<file path="src/sv/lzd_pkg.sv">
// ---------------------------------------------------------------------------
// lzd_pkg
// shared constants, codes and types of the lz stream decompressor
// ---------------------------------------------------------------------------
package lzd_pkg;

	localparam int unsigned HIST_DEPTH = 32768;
	localparam int unsigned HIST_AW    = $clog2(HIST_DEPTH);
	localparam int unsigned MAX_LEN    = 512;
	localparam int unsigned LEN_MIN    = 3;
	localparam int unsigned OFFSET_MIN = 1;
	localparam int unsigned HIGH_SAT   = 32'h007F_FFFF;
	localparam int unsigned UNARY_SAT  = 1023;
	localparam int unsigned COPY_W     = $clog2(MAX_LEN + 1);

	// parse phase codes
	localparam logic [2:0] PH_HEADER = 3'd0;
	localparam logic [2:0] PH_PLAIN  = 3'd1;
	localparam logic [2:0] PH_LZ     = 3'd2;
	localparam logic [2:0] PH_DONE   = 3'd3;
	localparam logic [2:0] PH_ERROR  = 3'd4;

	// status codes
	localparam logic [2:0] STS_OK      = 3'd0;
	localparam logic [2:0] STS_BADTYPE = 3'd1;
	localparam logic [2:0] STS_TRUNC   = 3'd2;
	localparam logic [2:0] STS_OVER    = 3'd3;
	localparam logic [2:0] STS_FAR     = 3'd4;
	localparam logic [2:0] STS_LONG    = 3'd5;

	typedef struct packed {
		logic [63:0] bytes;
		logic [3:0]  count;
		logic        last;
		logic        done;
		logic [2:0]  status;
	} res_t;

endpackage

</file>
<file path="src/sv/lzd_core.sv">
// ---------------------------------------------------------------------------
// lzd_core
// parse sequencer: header, flag words, token bits, factor checks and copy
// ---------------------------------------------------------------------------
module lzd_core (
	input  logic                          clk,
	input  logic                          arst_n,
	input  logic                          in_valid,
	output logic                          in_ready,
	input  logic [7:0]                    in_byte,
	input  logic                          in_eob,
	input  logic [31:0]                   capacity,
	output logic                          res_valid,
	output lzd_pkg::res_t                 res,
	input  logic                          res_ready,
	output logic                          ram_we,
	output logic [lzd_pkg::HIST_AW-1:0]   ram_waddr,
	output logic [7:0]                    ram_wdata,
	output logic [lzd_pkg::HIST_AW-1:0]   ram_raddr,
	input  logic [7:0]                    ram_rdata
);

	localparam logic [2:0] C_IDLE    = 3'd0;
	localparam logic [2:0] C_RUN     = 3'd1;
	localparam logic [2:0] C_CHECK   = 3'd2;
	localparam logic [2:0] C_COPY_RD = 3'd3;
	localparam logic [2:0] C_COPY_WR = 3'd4;
	localparam logic [2:0] C_FINAL   = 3'd5;

	localparam logic [2:0] LZ_FLAG   = 3'd0;
	localparam logic [2:0] LZ_LIT    = 3'd1;
	localparam logic [2:0] LZ_OFFLO  = 3'd2;
	localparam logic [2:0] LZ_BOUND  = 3'd3;
	localparam logic [2:0] LZ_TOKBIT = 3'd4;
	localparam logic [2:0] LZ_VNIB   = 3'd5;
	localparam logic [2:0] LZ_UNARY  = 3'd6;
	localparam logic [2:0] LZ_GR3    = 3'd7;

	logic [2:0]  st_q, st_d;
	logic [2:0]  phase_q, phase_d;
	logic [2:0]  lz_q, lz_d;
	logic [2:0]  resume_q, resume_d;
	logic [2:0]  err_q, err_d;
	logic [63:0] flag_q, flag_d;
	logic [6:0]  bits_q, bits_d;
	logic [31:0] hdr_q, hdr_d;
	logic [23:0] rem_q, rem_d;
	logic [31:0] dec_q, dec_d;
	logic [22:0] fa_q, fa_d;
	logic [31:0] pend_q, pend_d;
	logic [2:0]  wac_q, wac_d;
	logic [3:0]  nv_q, nv_d;
	logic [2:0]  nb_q, nb_d;
	logic [3:0]  nc_q, nc_d;
	logic        eob_q, eob_d;
	logic [63:0] word_q, word_d;
	logic [3:0]  fill_q, fill_d;
	logic [lzd_pkg::COPY_W-1:0] copy_q, copy_d;

	logic [31:0] hdr_new;
	logic [3:0]  nv_new;
	logic [3:0]  nc_new;
	logic [23:0] fa_inc;
	logic [26:0] acc_next;
	logic [32:0] end_count;
	logic [31:0] src;
	logic        bit_in;

	assign hdr_new   = hdr_q | ({24'b0, in_byte} << {wac_q[1:0], 3'b000});
	assign bit_in    = flag_q[63];
	assign nv_new    = {nv_q[2:0], bit_in};
	assign nc_new    = nc_q + 4'd1;
	assign fa_inc    = {1'b0, fa_q} + 24'd1;
	assign acc_next  = {fa_inc, nv_new[2:0]};
	assign end_count = {1'b0, dec_q} + {19'b0, {1'b0, fa_q[9:0], nv_q[2:0]} + 14'(lzd_pkg::LEN_MIN)};
	assign src       = dec_q - pend_q;

	assign in_ready  = (st_q == C_IDLE);
	assign ram_raddr = src[lzd_pkg::HIST_AW-1:0];
	assign ram_waddr = dec_q[lzd_pkg::HIST_AW-1:0];

	always_comb begin
		logic [13:0] flen;
		st_d     = st_q;
		phase_d  = phase_q;
		lz_d     = lz_q;
		resume_d = resume_q;
		err_d    = err_q;
		flag_d   = flag_q;
		bits_d   = bits_q;
		hdr_d    = hdr_q;
		rem_d    = rem_q;
		dec_d    = dec_q;
		fa_d     = fa_q;
		pend_d   = pend_q;
		wac_d    = wac_q;
		nv_d     = nv_q;
		nb_d     = nb_q;
		nc_d     = nc_q;
		eob_d    = eob_q;
		word_d   = word_q;
		fill_d   = fill_q;
		copy_d   = copy_q;
		ram_we    = 1'b0;
		ram_wdata = in_byte;
		res_valid = 1'b0;
		res       = '{bytes: word_q, count: fill_q, last: 1'b0, done: 1'b0,
			status: lzd_pkg::STS_OK};
		flen = {1'b0, fa_q[9:0], nv_q[2:0]} + 14'(lzd_pkg::LEN_MIN);

		unique case (st_q)
			C_IDLE: begin
				if (in_valid) begin
					eob_d = in_eob;
					st_d  = C_FINAL;
					case (phase_q)
						lzd_pkg::PH_HEADER: begin
							hdr_d = hdr_new;
							if (wac_q < 3'd3) begin
								wac_d = wac_q + 3'd1;
							end else begin
								wac_d = 3'd0;
								rem_d = hdr_new[23:0];
								if (hdr_new[31:24] >= 8'd2) begin
									phase_d = lzd_pkg::PH_ERROR;
									err_d   = lzd_pkg::STS_BADTYPE;
								end else if (in_eob && hdr_new[23:0] != 24'd0) begin
									phase_d = lzd_pkg::PH_ERROR;
									err_d   = lzd_pkg::STS_TRUNC;
								end else if (hdr_new[31:24] == 8'd0) begin
									if ({8'b0, hdr_new[23:0]} > capacity) begin
										phase_d = lzd_pkg::PH_ERROR;
										err_d   = lzd_pkg::STS_OVER;
									end else if (hdr_new[23:0] == 24'd0) begin
										phase_d = lzd_pkg::PH_DONE;
									end else begin
										phase_d = lzd_pkg::PH_PLAIN;
									end
								end else begin
									phase_d = lzd_pkg::PH_LZ;
									lz_d    = LZ_BOUND;
									st_d    = C_RUN;
								end
							end
						end
						lzd_pkg::PH_PLAIN: begin
							rem_d  = rem_q - 24'd1;
							dec_d  = dec_q + 32'd1;
							word_d = {56'b0, in_byte};
							fill_d = 4'd1;
							if (rem_q == 24'd1) begin
								phase_d = lzd_pkg::PH_DONE;
							end
						end
						lzd_pkg::PH_LZ: begin
							rem_d = rem_q - 24'd1;
							st_d  = C_RUN;
							case (lz_q)
								LZ_FLAG: begin
									flag_d = flag_q | ({56'b0, in_byte} << {wac_q, 3'b000});
									if (wac_q == 3'd7) begin
										wac_d  = 3'd0;
										bits_d = 7'd64;
										lz_d   = resume_q;
									end else begin
										wac_d = wac_q + 3'd1;
									end
								end
								LZ_LIT: begin
									if (dec_q >= capacity) begin
										phase_d = lzd_pkg::PH_ERROR;
										err_d   = lzd_pkg::STS_OVER;
									end else begin
										ram_we = 1'b1;
										word_d = {56'b0, in_byte};
										fill_d = 4'd1;
										dec_d  = dec_q + 32'd1;
										lz_d   = LZ_BOUND;
									end
								end
								LZ_OFFLO: begin
									pend_d = {1'b0, fa_q, in_byte} + 32'(lzd_pkg::OFFSET_MIN);
									fa_d   = 23'd0;
									lz_d   = LZ_UNARY;
								end
								default: begin
								end
							endcase
						end
						default: begin
						end
					endcase
				end
			end

			C_RUN: begin
				if (phase_q != lzd_pkg::PH_LZ) begin
					st_d = C_FINAL;
				end else if (lz_q == LZ_BOUND) begin
					if (rem_q == 24'd0) begin
						phase_d = lzd_pkg::PH_DONE;
						st_d    = C_FINAL;
					end else begin
						lz_d = LZ_TOKBIT;
					end
				end else if (lz_q == LZ_FLAG || lz_q == LZ_LIT || lz_q == LZ_OFFLO) begin
					st_d = C_FINAL;
				end else if (bits_q == 7'd0) begin
					// flag word exhausted: fetch the next one
					st_d = C_FINAL;
					if (rem_q < 24'd8) begin
						phase_d = lzd_pkg::PH_ERROR;
						err_d   = lzd_pkg::STS_TRUNC;
					end else begin
						resume_d = lz_q;
						lz_d     = LZ_FLAG;
						flag_d   = 64'd0;
						wac_d    = 3'd0;
					end
				end else begin
					flag_d = {flag_q[62:0], 1'b0};
					bits_d = bits_q - 7'd1;
					case (lz_q)
						LZ_TOKBIT: begin
							if (!bit_in) begin
								st_d = C_FINAL;
								if (rem_q == 24'd0) begin
									phase_d = lzd_pkg::PH_ERROR;
									err_d   = lzd_pkg::STS_TRUNC;
								end else begin
									lz_d = LZ_LIT;
								end
							end else begin
								lz_d = LZ_VNIB;
								fa_d = 23'd0;
								nv_d = 4'd0;
								nb_d = 3'd0;
								nc_d = 4'd0;
							end
						end
						LZ_VNIB: begin
							nv_d = nv_new;
							nb_d = nb_q + 3'd1;
							if (nb_q == 3'd3) begin
								if (nc_q == 4'd0) begin
									fa_d = {20'b0, nv_new[2:0]};
								end else if (acc_next > 27'(lzd_pkg::HIGH_SAT)) begin
									fa_d = 23'(lzd_pkg::HIGH_SAT);
								end else begin
									fa_d = acc_next[22:0];
								end
								nc_d = nc_new;
								nb_d = 3'd0;
								if (nv_new[3] || nc_new == 4'd11) begin
									st_d = C_FINAL;
									if (rem_q == 24'd0) begin
										phase_d = lzd_pkg::PH_ERROR;
										err_d   = lzd_pkg::STS_TRUNC;
									end else begin
										lz_d = LZ_OFFLO;
									end
								end else begin
									nv_d = 4'd0;
								end
							end
						end
						LZ_UNARY: begin
							if (!bit_in) begin
								if (fa_q < 23'(lzd_pkg::UNARY_SAT)) begin
									fa_d = fa_q + 23'd1;
								end
							end else begin
								lz_d = LZ_GR3;
								nv_d = 4'd0;
								nb_d = 3'd0;
							end
						end
						default: begin
							nv_d = {1'b0, nv_new[2:0]};
							nb_d = nb_q + 3'd1;
							if (nb_q == 3'd2) begin
								st_d = C_CHECK;
							end
						end
					endcase
				end
			end

			C_CHECK: begin
				if (flen > 14'(lzd_pkg::MAX_LEN)) begin
					phase_d = lzd_pkg::PH_ERROR;
					err_d   = lzd_pkg::STS_LONG;
					st_d    = C_FINAL;
				end else if (pend_q > dec_q || pend_q > 32'(lzd_pkg::HIST_DEPTH)) begin
					phase_d = lzd_pkg::PH_ERROR;
					err_d   = lzd_pkg::STS_FAR;
					st_d    = C_FINAL;
				end else if (end_count > {1'b0, capacity}) begin
					phase_d = lzd_pkg::PH_ERROR;
					err_d   = lzd_pkg::STS_OVER;
					st_d    = C_FINAL;
				end else begin
					copy_d = flen[lzd_pkg::COPY_W-1:0];
					st_d   = C_COPY_RD;
				end
			end

			C_COPY_RD: begin
				// a full word leaves only when another byte must go in
				if (fill_q == 4'd8) begin
					if (res_ready) begin
						res_valid = 1'b1;
						word_d    = 64'd0;
						fill_d    = 4'd0;
						st_d      = C_COPY_WR;
					end
				end else begin
					st_d = C_COPY_WR;
				end
			end

			C_COPY_WR: begin
				ram_we    = 1'b1;
				ram_wdata = ram_rdata;
				word_d    = word_q | ({56'b0, ram_rdata} << {fill_q[2:0], 3'b000});
				fill_d    = fill_q + 4'd1;
				dec_d     = dec_q + 32'd1;
				copy_d    = copy_q - {{(lzd_pkg::COPY_W-1){1'b0}}, 1'b1};
				if (copy_q == {{(lzd_pkg::COPY_W-1){1'b0}}, 1'b1}) begin
					lz_d = LZ_BOUND;
					st_d = C_RUN;
				end else begin
					st_d = C_COPY_RD;
				end
			end

			C_FINAL: begin
				if (res_ready) begin
					res_valid = 1'b1;
					res.last  = 1'b1;
					if (eob_q && phase_q != lzd_pkg::PH_DONE && phase_q != lzd_pkg::PH_ERROR) begin
						phase_d    = lzd_pkg::PH_ERROR;
						err_d      = lzd_pkg::STS_TRUNC;
						res.status = lzd_pkg::STS_TRUNC;
					end else begin
						res.done   = (phase_q == lzd_pkg::PH_DONE);
						res.status = (phase_q == lzd_pkg::PH_ERROR) ? err_q : lzd_pkg::STS_OK;
					end
					word_d = 64'd0;
					fill_d = 4'd0;
					st_d   = C_IDLE;
				end
			end

			default: begin
				st_d = C_IDLE;
			end
		endcase
	end

	always_ff @(posedge clk or negedge arst_n) begin
		if (!arst_n) begin
			st_q     <= C_IDLE;
			phase_q  <= lzd_pkg::PH_HEADER;
			lz_q     <= LZ_BOUND;
			resume_q <= LZ_BOUND;
			err_q    <= lzd_pkg::STS_OK;
			flag_q   <= 64'd0;
			bits_q   <= 7'd0;
			hdr_q    <= 32'd0;
			rem_q    <= 24'd0;
			dec_q    <= 32'd0;
			fa_q     <= 23'd0;
			pend_q   <= 32'd0;
			wac_q    <= 3'd0;
			nv_q     <= 4'd0;
			nb_q     <= 3'd0;
			nc_q     <= 4'd0;
			eob_q    <= 1'b0;
			word_q   <= 64'd0;
			fill_q   <= 4'd0;
			copy_q   <= '0;
		end else begin
			st_q     <= st_d;
			phase_q  <= phase_d;
			lz_q     <= lz_d;
			resume_q <= resume_d;
			err_q    <= err_d;
			flag_q   <= flag_d;
			bits_q   <= bits_d;
			hdr_q    <= hdr_d;
			rem_q    <= rem_d;
			dec_q    <= dec_d;
			fa_q     <= fa_d;
			pend_q   <= pend_d;
			wac_q    <= wac_d;
			nv_q     <= nv_d;
			nb_q     <= nb_d;
			nc_q     <= nc_d;
			eob_q    <= eob_d;
			word_q   <= word_d;
			fill_q   <= fill_d;
			copy_q   <= copy_d;
		end
	end

endmodule

</file>
<file path="config.mk">
export PLATFORM = sky130hd
export DESIGN_NAME = lzd_core
export DESIGN_NICKNAME = d
export VERILOG_FILES = /design/src/sv/lzd_pkg.sv /design/src/sv/lzd_core.sv
export SDC_FILE = /design/constraint.sdc
export NUM_CORES = 1
export LEC_CHECK = 0
export BUFFER_PORTS_ARGS = -buffer_cell sky130_fd_sc_hd__buf_2
export CORE_UTILIZATION = 30
export DETAILED_ROUTE_END_ITERATION = 8
export PLACE_DENSITY = 0.48
export SLEW_MARGIN = 40
export SYNTH_ARGS = -nofsm -noshare
export SYNTH_HDL_FRONTEND = slang
export SYNTH_SLANG_ARGS = --single-unit
</file>
<file path="constraint.sdc">
create_clock -name clk -period 16.75 [get_ports clk]
set_input_delay 2.5125 -clock clk [delete_from_list [all_inputs] [get_ports clk]]
set_output_delay 2.5125 -clock clk [all_outputs]
set_load 0.01 [all_outputs]
</file>
**Yosys cells after proc, flatten, opt, wreduce, memory -nomap -nowiden**

Cells that the tools add are included.

- Mux-type cells: 192
- Reductions and logical operators: 44
- Add/subtract/negate cells: 14
- Equal/unequal tests: 96
- Bitwise operators: 8
- Magnitude comparators: 11
- Shift operators: 3

Operators with widths:

| kind | number |
|---|---|
| $mux 64 | 13 |
| $mux 3 | 100 |
| $mux 23 | 13 |
| $pmux 64 s2 | 2 |
| $pmux 64 s4 | 1 |
| $or 64x64->64 | 2 |
| $pmux 32 s2 | 2 |
| $shl 8x6->64 | 2 |
| $mux 32 | 3 |
| $pmux 23 s3 | 1 |
| $ne 3x3->1 const B | 20 |
| $mux 7 | 8 |
| $pmux 3 s2 | 9 |
| $logic_not 24->1 | 2 |
| $ne 4x4->1 const B | 12 |
| $pmux 24 s2 | 1 |
| $pmux 23 s2 | 1 |
| $ne 5x5->1 const B | 9 |
| $pmux 3 s3 | 5 |
| $ne 2x2->1 const B | 17 |
| $add 32x14->33 | 1 |
| $gt 33x32->1 | 1 |
| $add 31x1->32 const B | 1 |
| $add 32x1->32 const B | 1 |
| 71 further kinds | 141 |

- Register bits after elaboration: 321
- Input bits: 53

**Depth between registers and ports, before layout**

Gate-level depths: netlist (run 1).

- Depth in word-level cells: 12
- Depth in mapped cells: 28
- Gate-level depth less buffers: 25

**Least setup slack after synthesis (run 1)**

Ideal clock, no wire load.

- Kind: in2out
- From: input capacity[13]
- To: output ram_we
- Arrival time: 4,111 ps
- Required time: 14,237 ps
- Cell stages on the path: 10
- Buffers on the path: 0
- Slack: 10,127 ps
- Path through: inv_1 -> ha_1 -> a21o_1 -> a221o_1 -> nand2_1 -> and4_1 -> o21ai_0 -> a21oi_1 -> nand4_1 -> a21oi_1

- Longest elaborated chain between the ends: 6

Ends and longest elaborated chain:

| item | line | source |
|---|---|---|
| from (decl) | lzd_core.sv:12 | `input logic [31:0] capacity,` |
| $ge 32x32->1 | lzd_core.sv:170 | `if (dec_q >= capacity) begin` |
| $mux 1 | lzd_core.sv:170 |  |
| $mux 1 | lzd_core.sv:158 | `case (lz_q)` |
| $mux 1 | lzd_core.sv:116 | `case (phase_q)` |
| $mux 1 | lzd_core.sv:113 | `if (in_valid) begin` |
| $pmux 1 s2 | lzd_core.sv:111 | `unique case (st_q)` |
| to (decl) | lzd_core.sv:16 | `output logic ram_we,` |

Every way passes these cells.

**Worst setup path after layout (run 1)**

- From: input capacity[25]
- To: output ram_we

The elaborated chain is that of the path after synthesis.

==> run_results.csv, run 1 <==
group,metric,value,unit
pwr,finalPower,3.51,mW
synth,post_synth_fa_ha_maj_area_fraction,10.0,%
synth,synth-seq-area-share,36.5,%
pwr,vdd.ir_drop.worst,0.0998,mV
cts,cts.sink_count,321,
global_routing,grt_pass1_vias,19900,
hold_path,holdPathEnd,"hdr_q[27]",
detailed_routing,dr_total_vias,20200,
global_routing,grt_pass1_wl,121000,um
cts,cts_root_buf,"sky130_fd_sc_hd__clkbuf_16",
pwr,comb_power_share,41.5,%
global_routing,grt_remaining_overflow,0,
synth,synth_cells,2637,
sta,hold_violations,0,
floorplan,count_of_standard_cell_rows,98,
sta,slew-limit-headroom,40.9,%
setup_path,critical-path-max-stage-delay,0.58,ns
synth,synthFlopType,"sky130_fd_sc_hd__dfrtp_1",
synth,asyncSetResetFlopFracSynth,100,%
setup_path,crit-reg2reg-launch,"fa_q[4]",
synth,mapped_area,22000,um^2
synth,yosysUniqueCellTypes,91,
cts,clock_insertion_delay_worst_skew,0.58,ns
setup_path,worstPathCellList,"buf_2, inv_1, ha_1, a21oi_1, nor2_1, a211oi_1, and4_1, o21ai_0, a21oi_1, nand4_1, a21oi_1, buf_2",
cts,cts-buffers-inserted,41,
setup_path,cp_data_arrival_time,5.23,ns
setup_path,crit_buf_inv,3,
detailed_routing,drc,0,
sta,worst_margin_pin_slew,0.887,ns
cts,cts_tree,"done",
detailed_routing,final_wl,77400,um
detailed_routing,number_of_optimization_iterations_in_the_first_detailed_route_pass,6,
synth,yosysTopAreaCellShare,36.0,%
cells_and_area,layout.nets,2944,
global_routing,antenna_found_initial,1,
synth,synth-edff-count,0,
cts,cts_max_path_buffers,3,
pwr,pwr-share-seq,32.2,%
sta,layout_worst_path_cycle_share,46.2,%
setup_path,critPathTopFamily,"compound AO/OA/AOI/OAI gates",
cts,clk_transition_reported_paths,0.05,ns
cts,cts-htree-levels,2,
synth,synth_top_family_by_area,"compound AO/OA/AOI/OAI gates",
synth,synth.most_common_cell,"sky130_fd_sc_hd__dfrtp_1",
pwr,net_switching_power_figure,1.51,mW
sta,fin_crit,7.74,ns
global_routing,grtUsageTotal,20.6,%
placed_design,portBuffers,166,
cells_and_area,areaGrowthSynthToFinish,14.1,%
setup_path,reg_to_reg_endpoint,"copy_q[6]",
cts,post_cts_resized,0,
run,drv.max_cap_violation_count,0,
sta,final_max_slew_viol_count,0,
floorplan,die_area,74500,um^2
detailed_routing,drt-vias-per-instance,5.46,
synth,synth.cells.most_frequent,"sky130_fd_sc_hd__dfrtp_1, sky130_fd_sc_hd__nand2_1, sky130_fd_sc_hd__nor2_1, sky130_fd_sc_hd__a21oi_1, sky130_fd_sc_hd__o21ai_0",
global_routing,grt_max_degree,76,
placed_design,placer_congestion,0.927,
pwr,leakage,11.4,nW
setup_path,r2r.worst_path.cells,22,
detailed_routing,antenna_violating_nets_remaining,0,
placed_design,hpwl_detailed,57200,um
hold_path,min_path_type,"reg -> reg",
floorplan,core_region_area,72100,um^2
setup_path,cp_common_cell,"sky130_fd_sc_hd__a21oi_1",
sta,clock-skew-final,0.0214,ns
setup_path,reg2reg_setup_slack,9.50,ns
synth,synthesized_area_fraction_occupied_by_ao_oa_aoi_and_oai_cells,21.9,%
floorplan,start_util,30.5,%
hold_path,min_delay_path_depth,1,
synth,postSynthNetCount,2865,
synth,syn_avg_cell_area,8.35,um^2
pwr,power-per-cell-area,140,nW/um^2
setup_path,critical_path.startpoint_type,"input port",
cells_and_area,area.sequential,8040,um^2
sta,fmax,129,MHz
cts,cts-hold-fix-buffers,0,
synth,post_synth_xor_area_fraction,5.29,%
sta,setup_tns,0,ns
sta,setup_violations,0,
pwr,power.clock.fraction,26.3,%
floorplan,io_pins,167,
floorplan,die_width,273,um
synth,yosys-top-cells-area,"sky130_fd_sc_hd__dfrtp_1, sky130_fd_sc_hd__ha_1, sky130_fd_sc_hd__a21oi_1",
cells_and_area,number_of_fill_cells_in_the_layout,7641,
detailed_routing,drt_iter0_drc,1391,
setup_path,worst_setup_path_end_kind,"output pin",
outcome,status,"complete, no violations",
floorplan,die_height,273,um
setup_path,worst-setup-path-type,"in -> out",
cells_and_area,multi_input_gate_area_in_the_final_layout,12900,um^2
synth,postSynthRegisterBits,321,
pwr,power.switching_fraction,43.0,%
hold_path,hp-start,"hdr_q[27]",
synth,yosys.area.top_type,"sky130_fd_sc_hd__dfrtp_1",
cts,post-cts-setup-buffer-count,0,
synth,ys.warnings.count,0,
synth,synth_area_in_simple_gates,20.2,%
setup_path,path_max_fanout,3,
cells_and_area,final_layout_size_suffix_gt1_share,13.4,%
detailed_routing,wl_per_cell,20.9,um
sta,grt_setup_unrepaired,"no",
pwr,internal_power,2.00,mW
setup_path,cp_slowest_cell,"sky130_fd_sc_hd__a21oi_1",
synth,post_synth_mux_area_share,0.500,%
setup_path,cp.required,14.24,ns
worst reg2reg max path, stage by stage, from the launching register on:
cell and delay (ns):
sky130_fd_sc_hd__dfrtp_1 0.60, sky130_fd_sc_hd__nand4_1 0.25, sky130_fd_sc_hd__or2_2 0.44, sky130_fd_sc_hd__nor2_1 0.41, sky130_fd_sc_hd__nand2_1 0.13, sky130_fd_sc_hd__xnor2_1 0.23
sky130_fd_sc_hd__ha_1 0.33, sky130_fd_sc_hd__a21oi_1 0.27, sky130_fd_sc_hd__nand2_1 0.09, sky130_fd_sc_hd__a2111oi_1 0.67, sky130_fd_sc_hd__nor2_1 0.33, sky130_fd_sc_hd__nand3_1 0.19
sky130_fd_sc_hd__xnor2_1 0.14, sky130_fd_sc_hd__ha_1 0.26, sky130_fd_sc_hd__o21ai_0 0.17, sky130_fd_sc_hd__nor2_1 0.05, sky130_fd_sc_hd__o311ai_0 0.33, sky130_fd_sc_hd__nand2_1 0.17
sky130_fd_sc_hd__a311oi_1 0.53, sky130_fd_sc_hd__o21ai_0 0.27, sky130_fd_sc_hd__a2111oi_4 0.81, sky130_fd_sc_hd__o21ai_0 0.19, sky130_fd_sc_hd__a22o_1 0.27
through the flow:
stage / setup WS [ns] / utilization [%] / hold slack, ns / instance area [um^2] / cells
after floorplan: 10.13 / - / 0.441 / 22000 / 2637
after global placement: 9.15 / 32.8 / 0.450 / 23700 / 3622
after detailed placement: 9.18 / 32.9 / 0.458 / 23700 / 3623
after CTS: 9.14 / 34.8 / 0.470 / 25100 / 3696
after global routing: 8.95 / 34.8 / 0.478 / 25100 / 3696
final: 9.01 / 34.8 / 0.468 / 25100 / 3697
power groups by stage:
stage | Sequential, mW | Clock, mW | Combinational (mW)
final | 1.13 | 0.924 | 1.46
after global routing | 1.16 | 0.979 | 1.62
after CTS | 1.13 | 0.950 | 1.46
after detailed placement | 1.14 | 0 | 1.45
after global placement | 1.13 | 0 | 1.42
after floorplan | 1.06 | 0 | 1.01
cell families (layout without fill, tap and decap cells):
kind of cell    count (synthesis)  after routing
mux                            10             10
other cells                     0              1
buf+inv                       303            412
flops                         321            321
fa+ha+maj                     175            175
compound gates                770            770
xor+xnor                      133            133
simple gates                  925            925
final cells by class:
type	instances	area share (%)
timing repair buffer	206	4.58
tap	950	4.73
antenna	1	0.00996
clock inverter	16	0.847
sequential	321	32.0
inverter	133	1.99
clock buffer	57	4.69
multi-input combinational	2013	51.2
cell usage in the layout, fill, tap and decap left out, types with 52 or more instances in the layout:
master	Yosys	final
sky130_fd_sc_hd__a21o_1	57	57
sky130_fd_sc_hd__nand4_1	52	52
sky130_fd_sc_hd__nand3_1	67	67
sky130_fd_sc_hd__buf_2	18	166
sky130_fd_sc_hd__dfrtp_1	317	316
sky130_fd_sc_hd__ha_1	173	173
sky130_fd_sc_hd__nor2_1	246	242
sky130_fd_sc_hd__nand2_1	291	290
sky130_fd_sc_hd__nor3_1	64	59
sky130_fd_sc_hd__xnor2_1	107	107
sky130_fd_sc_hd__a21oi_1	243	243
sky130_fd_sc_hd__o21ai_0	214	214
sky130_fd_sc_hd__inv_1	131	131
routing by layer:
| layer | global-route usage [%] | vias up | wire length (um) |
|---|---|---|---|
| met5 | 0 | - | 13 |
| met4 | 6.42 | 2 | 2390 |
| met3 | 3.26 | 114 | 4380 |
| met2 | 33.5 | 589 | 35700 |
| met1 | 27.9 | 9914 | 34900 |
| li1 | - | 9553 | - |
flip-flops by register name (all words and copies together) (netlist names):
| name | count |
|---|---|
| resume_q | 3 |
| st_q | 3 |
| hdr_q | 32 |
| rem_q | 24 |
| fa_q | 23 |
| word_q | 64 |
| phase_q | 3 |
| nc_q | 4 |
| wac_q | 3 |
| pend_q | 32 |
| flag_q | 64 |
| nb_q | 3 |
| fill_q | 4 |
| dec_q | 32 |
| bits_q | 7 |
| lz_q | 3 |
| copy_q | 10 |
| nv_q | 3 |
| err_q | 3 |
| eob_q | 1 |
worst max path at each step:
stage,from,to,cells after the start
floorplan,capacity[13],ram_we,10
global placement,fa_q[4],copy_q[6],22
detailed placement,capacity[25],ram_we,12
CTS,capacity[25],ram_we,12
global route,fa_q[4],copy_q[6],22
finish,capacity[25],ram_we,12
No activity file was read; power rests on OpenSTA's default activity.
==> run 2, diff against run 1 <==
==> constraint.sdc (replaced) <==
create_clock -name clk -period 7.2 [get_ports clk]
set_input_delay 1.08 -clock clk [delete_from_list [all_inputs] [get_ports clk]]
set_output_delay 1.08 -clock clk [all_outputs]
set_load 0.01 [all_outputs]
==> run_results.csv, run 2 (same netlist as run 1, synthesis figures left out) <==
group,metric,value,unit
outcome,status,"complete, no violations",
setup_path,worst-setup-path-type,"reg -> reg",
cts,cts_max_path_buffers,3,
sta,final_critical_path_setup_slack,0.603,ns
detailed_routing,drt-vias-per-instance,5.46,
cells_and_area,design_area,25400,um^2
cells_and_area,largestRegisters,"flag_q (64), word_q (64)",
detailed_routing,final_wl,79500,um
global_routing,grt_max_degree,148,
cells_and_area,commonest_non_fill_non_tap_cell_in_the_layout,"sky130_fd_sc_hd__dfrtp_1",
global_routing,antenna_found_initial,4,
pwr,finalPower,8.41,mW
cells_and_area,number_of_fill_cells_in_the_layout,7463,
cts,cts-hold-fix-buffers,0,
cells_and_area,final_core_utilization,35.2,%
cts,cts_tree,"done",
pwr,internal_power,4.82,mW
cells_and_area,layout.nets,2957,
sta,slew-limit-headroom,39.4,%
cells_and_area,areaGrowthSynthToFinish,15.3,%
cts,cts-htree-levels,2,
sta,setup_tns,0,ns
setup_path,path_max_fanout,12,
sta,worst_margin_pin_slew,0.908,ns
detailed_routing,drc,0,
sta,hold_violations,0,
placed_design,portBuffers,166,
pwr,vdd.ir_drop.worst,0.197,mV
cells_and_area,antennaDiodeCount,0,
sta,fin_crit,6.60,ns
setup_path,critical_path.startpoint_type,"flip-flop",
cells_and_area,number_of_cells_in_the_finished_layout_apart_from_fillers,3713,
cts,cts.sink_count,321,
floorplan,core_region_area,72100,um^2
floorplan,die_area,74500,um^2
global_routing,grt_pass1_wl,122000,um
floorplan,start_util,30.5,%
placed_design,post-place-cells,3633,
cts,cts-buffers-inserted,42,
global_routing,grt_pass1_vias,20100,
floorplan,die_height,273,um
cts,clock_insertion_delay_worst_skew,0.60,ns
sta,setup_violations,0,
setup_path,cp.required,7.70,ns
cells_and_area,final_layout_size_suffix_gt1_share,14.0,%
pwr,comb_power_share,41.4,%
sta,final_max_slew_viol_count,0,
pwr,net_switching_power_figure,3.59,mW
detailed_routing,wl_per_cell,21.4,um
sta,fmax,152,MHz
detailed_routing,drt_iter0_drc,1647,
pwr,pwr-share-seq,31.2,%
detailed_routing,number_of_optimization_iterations_in_the_first_detailed_route_pass,5,
setup_path,r2r.worst_path.cells,24,
sta,grt_setup_unrepaired,"no",
sta,clock-skew-final,0.0322,ns
cells_and_area,multi_input_gate_area_in_the_final_layout,12900,um^2
global_routing,grt_remaining_overflow,0,
placed_design,hpwl_detailed,58300,um
global_routing,grtUsageTotal,21.1,%
sta,timing.hold.ws,0.464,ns
placed_design,place_area,23800,um^2
placed_design,worst_setup_slack_post_dpl,0.453,ns
setup_path,cp_data_arrival_time,7.10,ns
detailed_routing,antenna_violating_nets_remaining,0,
pwr,leakage,11.5,nW
sta,layout_worst_path_cycle_share,91.6,%
hold_path,min_path_type,"in -> async",
setup_path,worst_setup_path_end_kind,"flip-flop",
floorplan,count_of_standard_cell_rows,98,
detailed_routing,dr_total_vias,20300,
placed_design,placer_congestion,0.915,
cells_and_area,area.sequential,8040,um^2
cells_and_area,most-common-layout-cells,"sky130_fd_sc_hd__dfrtp_1, sky130_fd_sc_hd__nand2_1, sky130_fd_sc_hd__a21oi_1",
pwr,power.switching_fraction,42.7,%
cts,clk_transition_reported_paths,0.06,ns
pwr,power-per-cell-area,331,nW/um^2
floorplan,die_width,273,um
run,drv.max_cap_violation_count,0,
floorplan,io_pins,167,
pwr,power.clock.fraction,27.5,%
cts,cts_root_buf,"sky130_fd_sc_hd__clkbuf_16",
==> run 2: cell count changes in the layout (fill, tap and decap cells not counted), sizes merged <==
cell      before  now
clkbuf        57   61
bufinv         4    5
buf          206  218
clkinv        10   11
clkinvlp       1    0
diode          1    0
==> run 2: what timing repair did <==
item                       CTS  global route
buffers inserted             0             0
resized for setup            0             2
setup endpoints to repair    0             7
==> run 2: worst max-delay path, cell delays in order (launching register included) <==
cell and delay (ns):
sky130_fd_sc_hd__dfrtp_1 0.59, sky130_fd_sc_hd__nand4_1 0.26, sky130_fd_sc_hd__or2_2 0.45, sky130_fd_sc_hd__nor2_1 0.41, sky130_fd_sc_hd__nand2_1 0.15, sky130_fd_sc_hd__xnor2_1 0.16
sky130_fd_sc_hd__ha_1 0.37, sky130_fd_sc_hd__a21oi_1 0.25, sky130_fd_sc_hd__nand2_1 0.11, sky130_fd_sc_hd__a2111oi_0 0.44, sky130_fd_sc_hd__buf_4 0.21, sky130_fd_sc_hd__nor2_1 0.13
sky130_fd_sc_hd__nand3_1 0.17, sky130_fd_sc_hd__xnor2_1 0.14, sky130_fd_sc_hd__ha_1 0.26, sky130_fd_sc_hd__o21ai_0 0.18, sky130_fd_sc_hd__nor2_1 0.07, sky130_fd_sc_hd__o311ai_0 0.33
sky130_fd_sc_hd__nand2_1 0.16, sky130_fd_sc_hd__a311oi_2 0.36, sky130_fd_sc_hd__o21ai_0 0.23, sky130_fd_sc_hd__a2111oi_4 0.51, sky130_fd_sc_hd__buf_4 0.25, sky130_fd_sc_hd__a21oi_1 0.08
sky130_fd_sc_hd__a211oi_1 0.23
==> run 2: per-layer routing <==
metal | up-vias | routed length [um] | GRT usage [%]
li1 | 9580 | - | -
met1 | 9941 | 36100 | 28.7
met2 | 629 | 36700 | 34.0
met3 | 118 | 4510 | 3.32
met4 | 2 | 2180 | 6.63
met5 | - | 16 | 0
==> run 2: layout make-up <==
type	instances	area share (%)
clock buffer	61	4.98
clock inverter	17	1.04
inverter	133	1.97
multi-input combinational	2013	50.6
sequential	321	31.7
tap	950	4.68
timing repair buffer	218	5.03
==> run 2: worst paths after layout <==
path | start | to | slack (ns)
max in group asynchronous | arst_n | word_q[10] | 5.47
worst max register to register | fa_q[4] | copy_q[8] | 0.60
worst max-delay path | fa_q[4] | copy_q[8] | 0.60
worst min-delay path | arst_n | rem_q[19] | 0.46
worst min register to register | hdr_q[27] | hdr_q[27] | 0.47
min in group clk | hdr_q[27] | hdr_q[27] | 0.47
==> run 2: power groups by stage <==
stage	registers [mW]	clock network (mW)	logic, mW
finish	2.62	2.31	3.48
global placement	2.62	0	3.36
floorplan	2.46	0	2.34
CTS	2.61	2.37	3.44
global route	2.67	2.44	3.86
detailed placement	2.63	0	3.43
==> run 3, diff against run 2 <==
--- a/config.mk
+++ b/config.mk
@@ -6,9 +6,11 @@
 export NUM_CORES = 1
 export LEC_CHECK = 0
 export BUFFER_PORTS_ARGS = -buffer_cell sky130_fd_sc_hd__buf_2
+export CELL_PAD_IN_SITES_DETAIL_PLACEMENT = 1
+export CELL_PAD_IN_SITES_GLOBAL_PLACEMENT = 1
 export CORE_UTILIZATION = 30
 export DETAILED_ROUTE_END_ITERATION = 8
-export PLACE_DENSITY = 0.48
+export PLACE_DENSITY = 0.58
 export SLEW_MARGIN = 40
 export SYNTH_ARGS = -nofsm -noshare
 export SYNTH_HDL_FRONTEND = slang
==> run_results.csv, run 3 (same netlist as run 1, synthesis figures left out) <==
group,metric,value,unit
floorplan,die_height,273,um
detailed_routing,final_wl,85300,um
sta,hold_violations,0,
floorplan,core_region_area,72100,um^2
floorplan,die_area,74500,um^2
detailed_routing,number_of_optimization_iterations_in_the_first_detailed_route_pass,7,
cells_and_area,antennaDiodeCount,0,
setup_path,worst_setup_path_end_kind,"flip-flop",
global_routing,grt_remaining_overflow,0,
setup_path,cp.required,7.67,ns
sta,setup_violations,0,
sta,worst_margin_pin_slew,0.838,ns
global_routing,grt_pass1_wl,132000,um
detailed_routing,drt-vias-per-instance,5.56,
sta,fin_crit,6.76,ns
floorplan,io_pins,167,
cells_and_area,most-common-layout-cells,"sky130_fd_sc_hd__dfrtp_1, sky130_fd_sc_hd__nand2_1, sky130_fd_sc_hd__a21oi_1",
cts,cts_max_path_buffers,3,
setup_path,path_max_fanout,12,
outcome,status,"complete, no violations",
sta,layout_worst_path_cycle_share,93.9,%
pwr,power-per-cell-area,334,nW/um^2
hold_path,min_path_type,"in -> async",
global_routing,met3_usage,2.74,%
cells_and_area,largestRegisters,"flag_q (64), word_q (64)",
placed_design,placer_congestion,0.932,
placed_design,place_area,23800,um^2
global_routing,grt_max_degree,135,
floorplan,count_of_standard_cell_rows,98,
global_routing,globalRoute.busiestLayer,"met2",
setup_path,critPathTopFamily,"simple AND/OR/NAND/NOR gates",
cts,cts_root_buf,"sky130_fd_sc_hd__clkbuf_16",
setup_path,critical-path-max-stage-delay,0.60,ns
sta,grt_setup_unrepaired,"no",
cells_and_area,multi_input_gate_area_in_the_final_layout,12900,um^2
sta,clock-skew-final,0.0337,ns
cells_and_area,areaGrowthSynthToFinish,15.2,%
detailed_routing,drt_iter0_drc,1112,
detailed_routing,drc,0,
pwr,vdd.ir_drop.worst,0.170,mV
placed_design,portBuffers,166,
setup_path,cp_data_arrival_time,7.23,ns
cts,clk_transition_reported_paths,0.06,ns
placed_design,hpwl_detailed,63500,um
run,drv.max_cap_violation_count,0,
setup_path,cp_common_cell,"sky130_fd_sc_hd__nand2_1",
sta,fmax,148,MHz
pwr,leakage,11.5,nW
cts,post-cts-setup-buffer-count,0,
floorplan,start_util,30.5,%
setup_path,worstPathCellList,"nand4_1, or2_2, nor2_2, nand2_1, xnor2_1, ha_1, a21oi_1, nand2_1, o21ai_0, a21oi_1, and2_1, nand3_1, xnor2_1, ha_1, a211oi_1, nor2_1, o311ai_0, nand2_1, a311oi_1, nor2_1, nor4b_2, nand3b_1, mux2_2",
cts,clock_insertion_delay_worst_skew,0.59,ns
cells_and_area,commonest_non_fill_non_tap_cell_in_the_layout,"sky130_fd_sc_hd__dfrtp_1",
floorplan,die_width,273,um
global_routing,grt_pass1_vias,21500,
cells_and_area,number_of_fill_cells_in_the_layout,8608,
global_routing,grtUsageMet1,30.0,%
detailed_routing,wl_per_cell,23.0,um
detailed_routing,antenna_violating_nets_remaining,0,
cts,cts-buffers-inserted,42,
setup_path,reg2reg_setup_slack,0.44,ns
cts,cts.sink_count,321,
global_routing,antenna_found_initial,3,
cells_and_area,area.sequential,8040,um^2
setup_path,cp_slowest_cell,"sky130_fd_sc_hd__dfrtp_1",
cells_and_area,final_core_utilization,35.2,%
cts,cts_tree,"done",
setup_path,worst-setup-path-type,"reg -> reg",
sta,setup_tns,0,ns
sta,slew-limit-headroom,44.0,%
global_routing,grtUsageTotal,22.7,%
cells_and_area,design_area,25400,um^2
setup_path,critical_path.startpoint_type,"flip-flop",
cts,cts-htree-levels,2,
cells_and_area,layout.nets,2957,
detailed_routing,dr_total_vias,20600,
global_routing,grt_use_met2,38.2,%
pwr,finalPower,8.47,mW
setup_path,crit_buf_inv,0,
sta,final_max_slew_viol_count,0,
cells_and_area,final_layout_size_suffix_gt1_share,13.9,%
==> run 3: changes by cell type in the layout (fill, tap and decap cells not counted), moves of 2 or more <==
| cell | previous run | this run |
|---|---|---|
| sky130_fd_sc_hd__a211oi_1 | 19 | 17 |
| sky130_fd_sc_hd__bufinv_16 | 5 | 8 |
| sky130_fd_sc_hd__clkbuf_1 | 6 | 8 |
| sky130_fd_sc_hd__buf_16 | 1 | 3 |
| sky130_fd_sc_hd__clkinvlp_4 | 0 | 2 |
| sky130_fd_sc_hd__clkinv_4 | 3 | 0 |
| sky130_fd_sc_hd__clkinv_2 | 6 | 12 |
| sky130_fd_sc_hd__a211oi_2 | 0 | 2 |
| sky130_fd_sc_hd__clkbuf_8 | 12 | 3 |
==> run 3: layout make-up <==
cell class                 instances  share of cell area, %
clock inverter                    24                   1.39
timing repair buffer             218                   5.15
clock buffer                      53                   4.43
multi-input combinational       2013                   50.7
inverter                         133                   1.97
tap                              950                   4.69
sequential                       321                   31.7
==> run 3: final timing paths <==
| kind | from | depth (start not counted) | end |
|---|---|---|---|
| worst max-delay path | fa_q[4] | 23 | err_q[1] |
| worst min-delay path | arst_n | 1 | dec_q[22] |
| worst max register to register | fa_q[4] | 23 | err_q[1] |
| worst min register to register | hdr_q[27] | 1 | hdr_q[27] |
| max in group asynchronous | arst_n | 4 | word_q[10] |
| min in group clk | hdr_q[27] | 1 | hdr_q[27] |
==> run 3: worst register-to-register path, cell delays in order, from the launching register on <==
cell	delay, ns
sky130_fd_sc_hd__dfrtp_1	0.60
sky130_fd_sc_hd__nand4_1	0.26
sky130_fd_sc_hd__or2_2	0.45
sky130_fd_sc_hd__nor2_2	0.31
sky130_fd_sc_hd__nand2_1	0.12
sky130_fd_sc_hd__xnor2_1	0.16
sky130_fd_sc_hd__ha_1	0.37
sky130_fd_sc_hd__a21oi_1	0.13
sky130_fd_sc_hd__nand2_1	0.07
sky130_fd_sc_hd__o21ai_0	0.21
sky130_fd_sc_hd__a21oi_1	0.24
sky130_fd_sc_hd__and2_1	0.39
sky130_fd_sc_hd__nand3_1	0.15
sky130_fd_sc_hd__xnor2_1	0.16
sky130_fd_sc_hd__ha_1	0.30
sky130_fd_sc_hd__a211oi_1	0.28
sky130_fd_sc_hd__nor2_1	0.08
sky130_fd_sc_hd__o311ai_0	0.36
sky130_fd_sc_hd__nand2_1	0.13
sky130_fd_sc_hd__a311oi_1	0.51
sky130_fd_sc_hd__nor2_1	0.19
sky130_fd_sc_hd__nor4b_2	0.56
sky130_fd_sc_hd__nand3b_1	0.27
sky130_fd_sc_hd__mux2_2	0.36
==> run 3: layer usage <==
layer	wire length, um	part of all wire [%]
met5	12	0.014
met4	2940	3.4
met3	3390	4.0
met1	38500	45
met2	40500	47
==> run 3: repair_timing <==
item	in CTS	in global routing
resized for setup	0	3
setup endpoints to repair	0	15
hold buffers	0	0
==> run 3: power breakdown <==
group          total (mW)  switching [mW]  internal [mW]
sequential           2.63           0.466           2.16
combinational        3.55            2.30           1.25
clock                2.29           0.895           1.40
==> run 3: through the flow <==
step | instances | setup slack [ns] | hold slack, ns
3_5_place_dp | 3633 | 0.207 | 0.459
6_report | 3712 | 0.436 | 0.335
5_1_grt | 3712 | 0.0288 | 0.333
2_1_floorplan | 2637 | 1.73 | 0.441
4_1_cts | 3710 | 0.192 | 0.472
3_3_place_gp | 3631 | 0.431 | 0.450
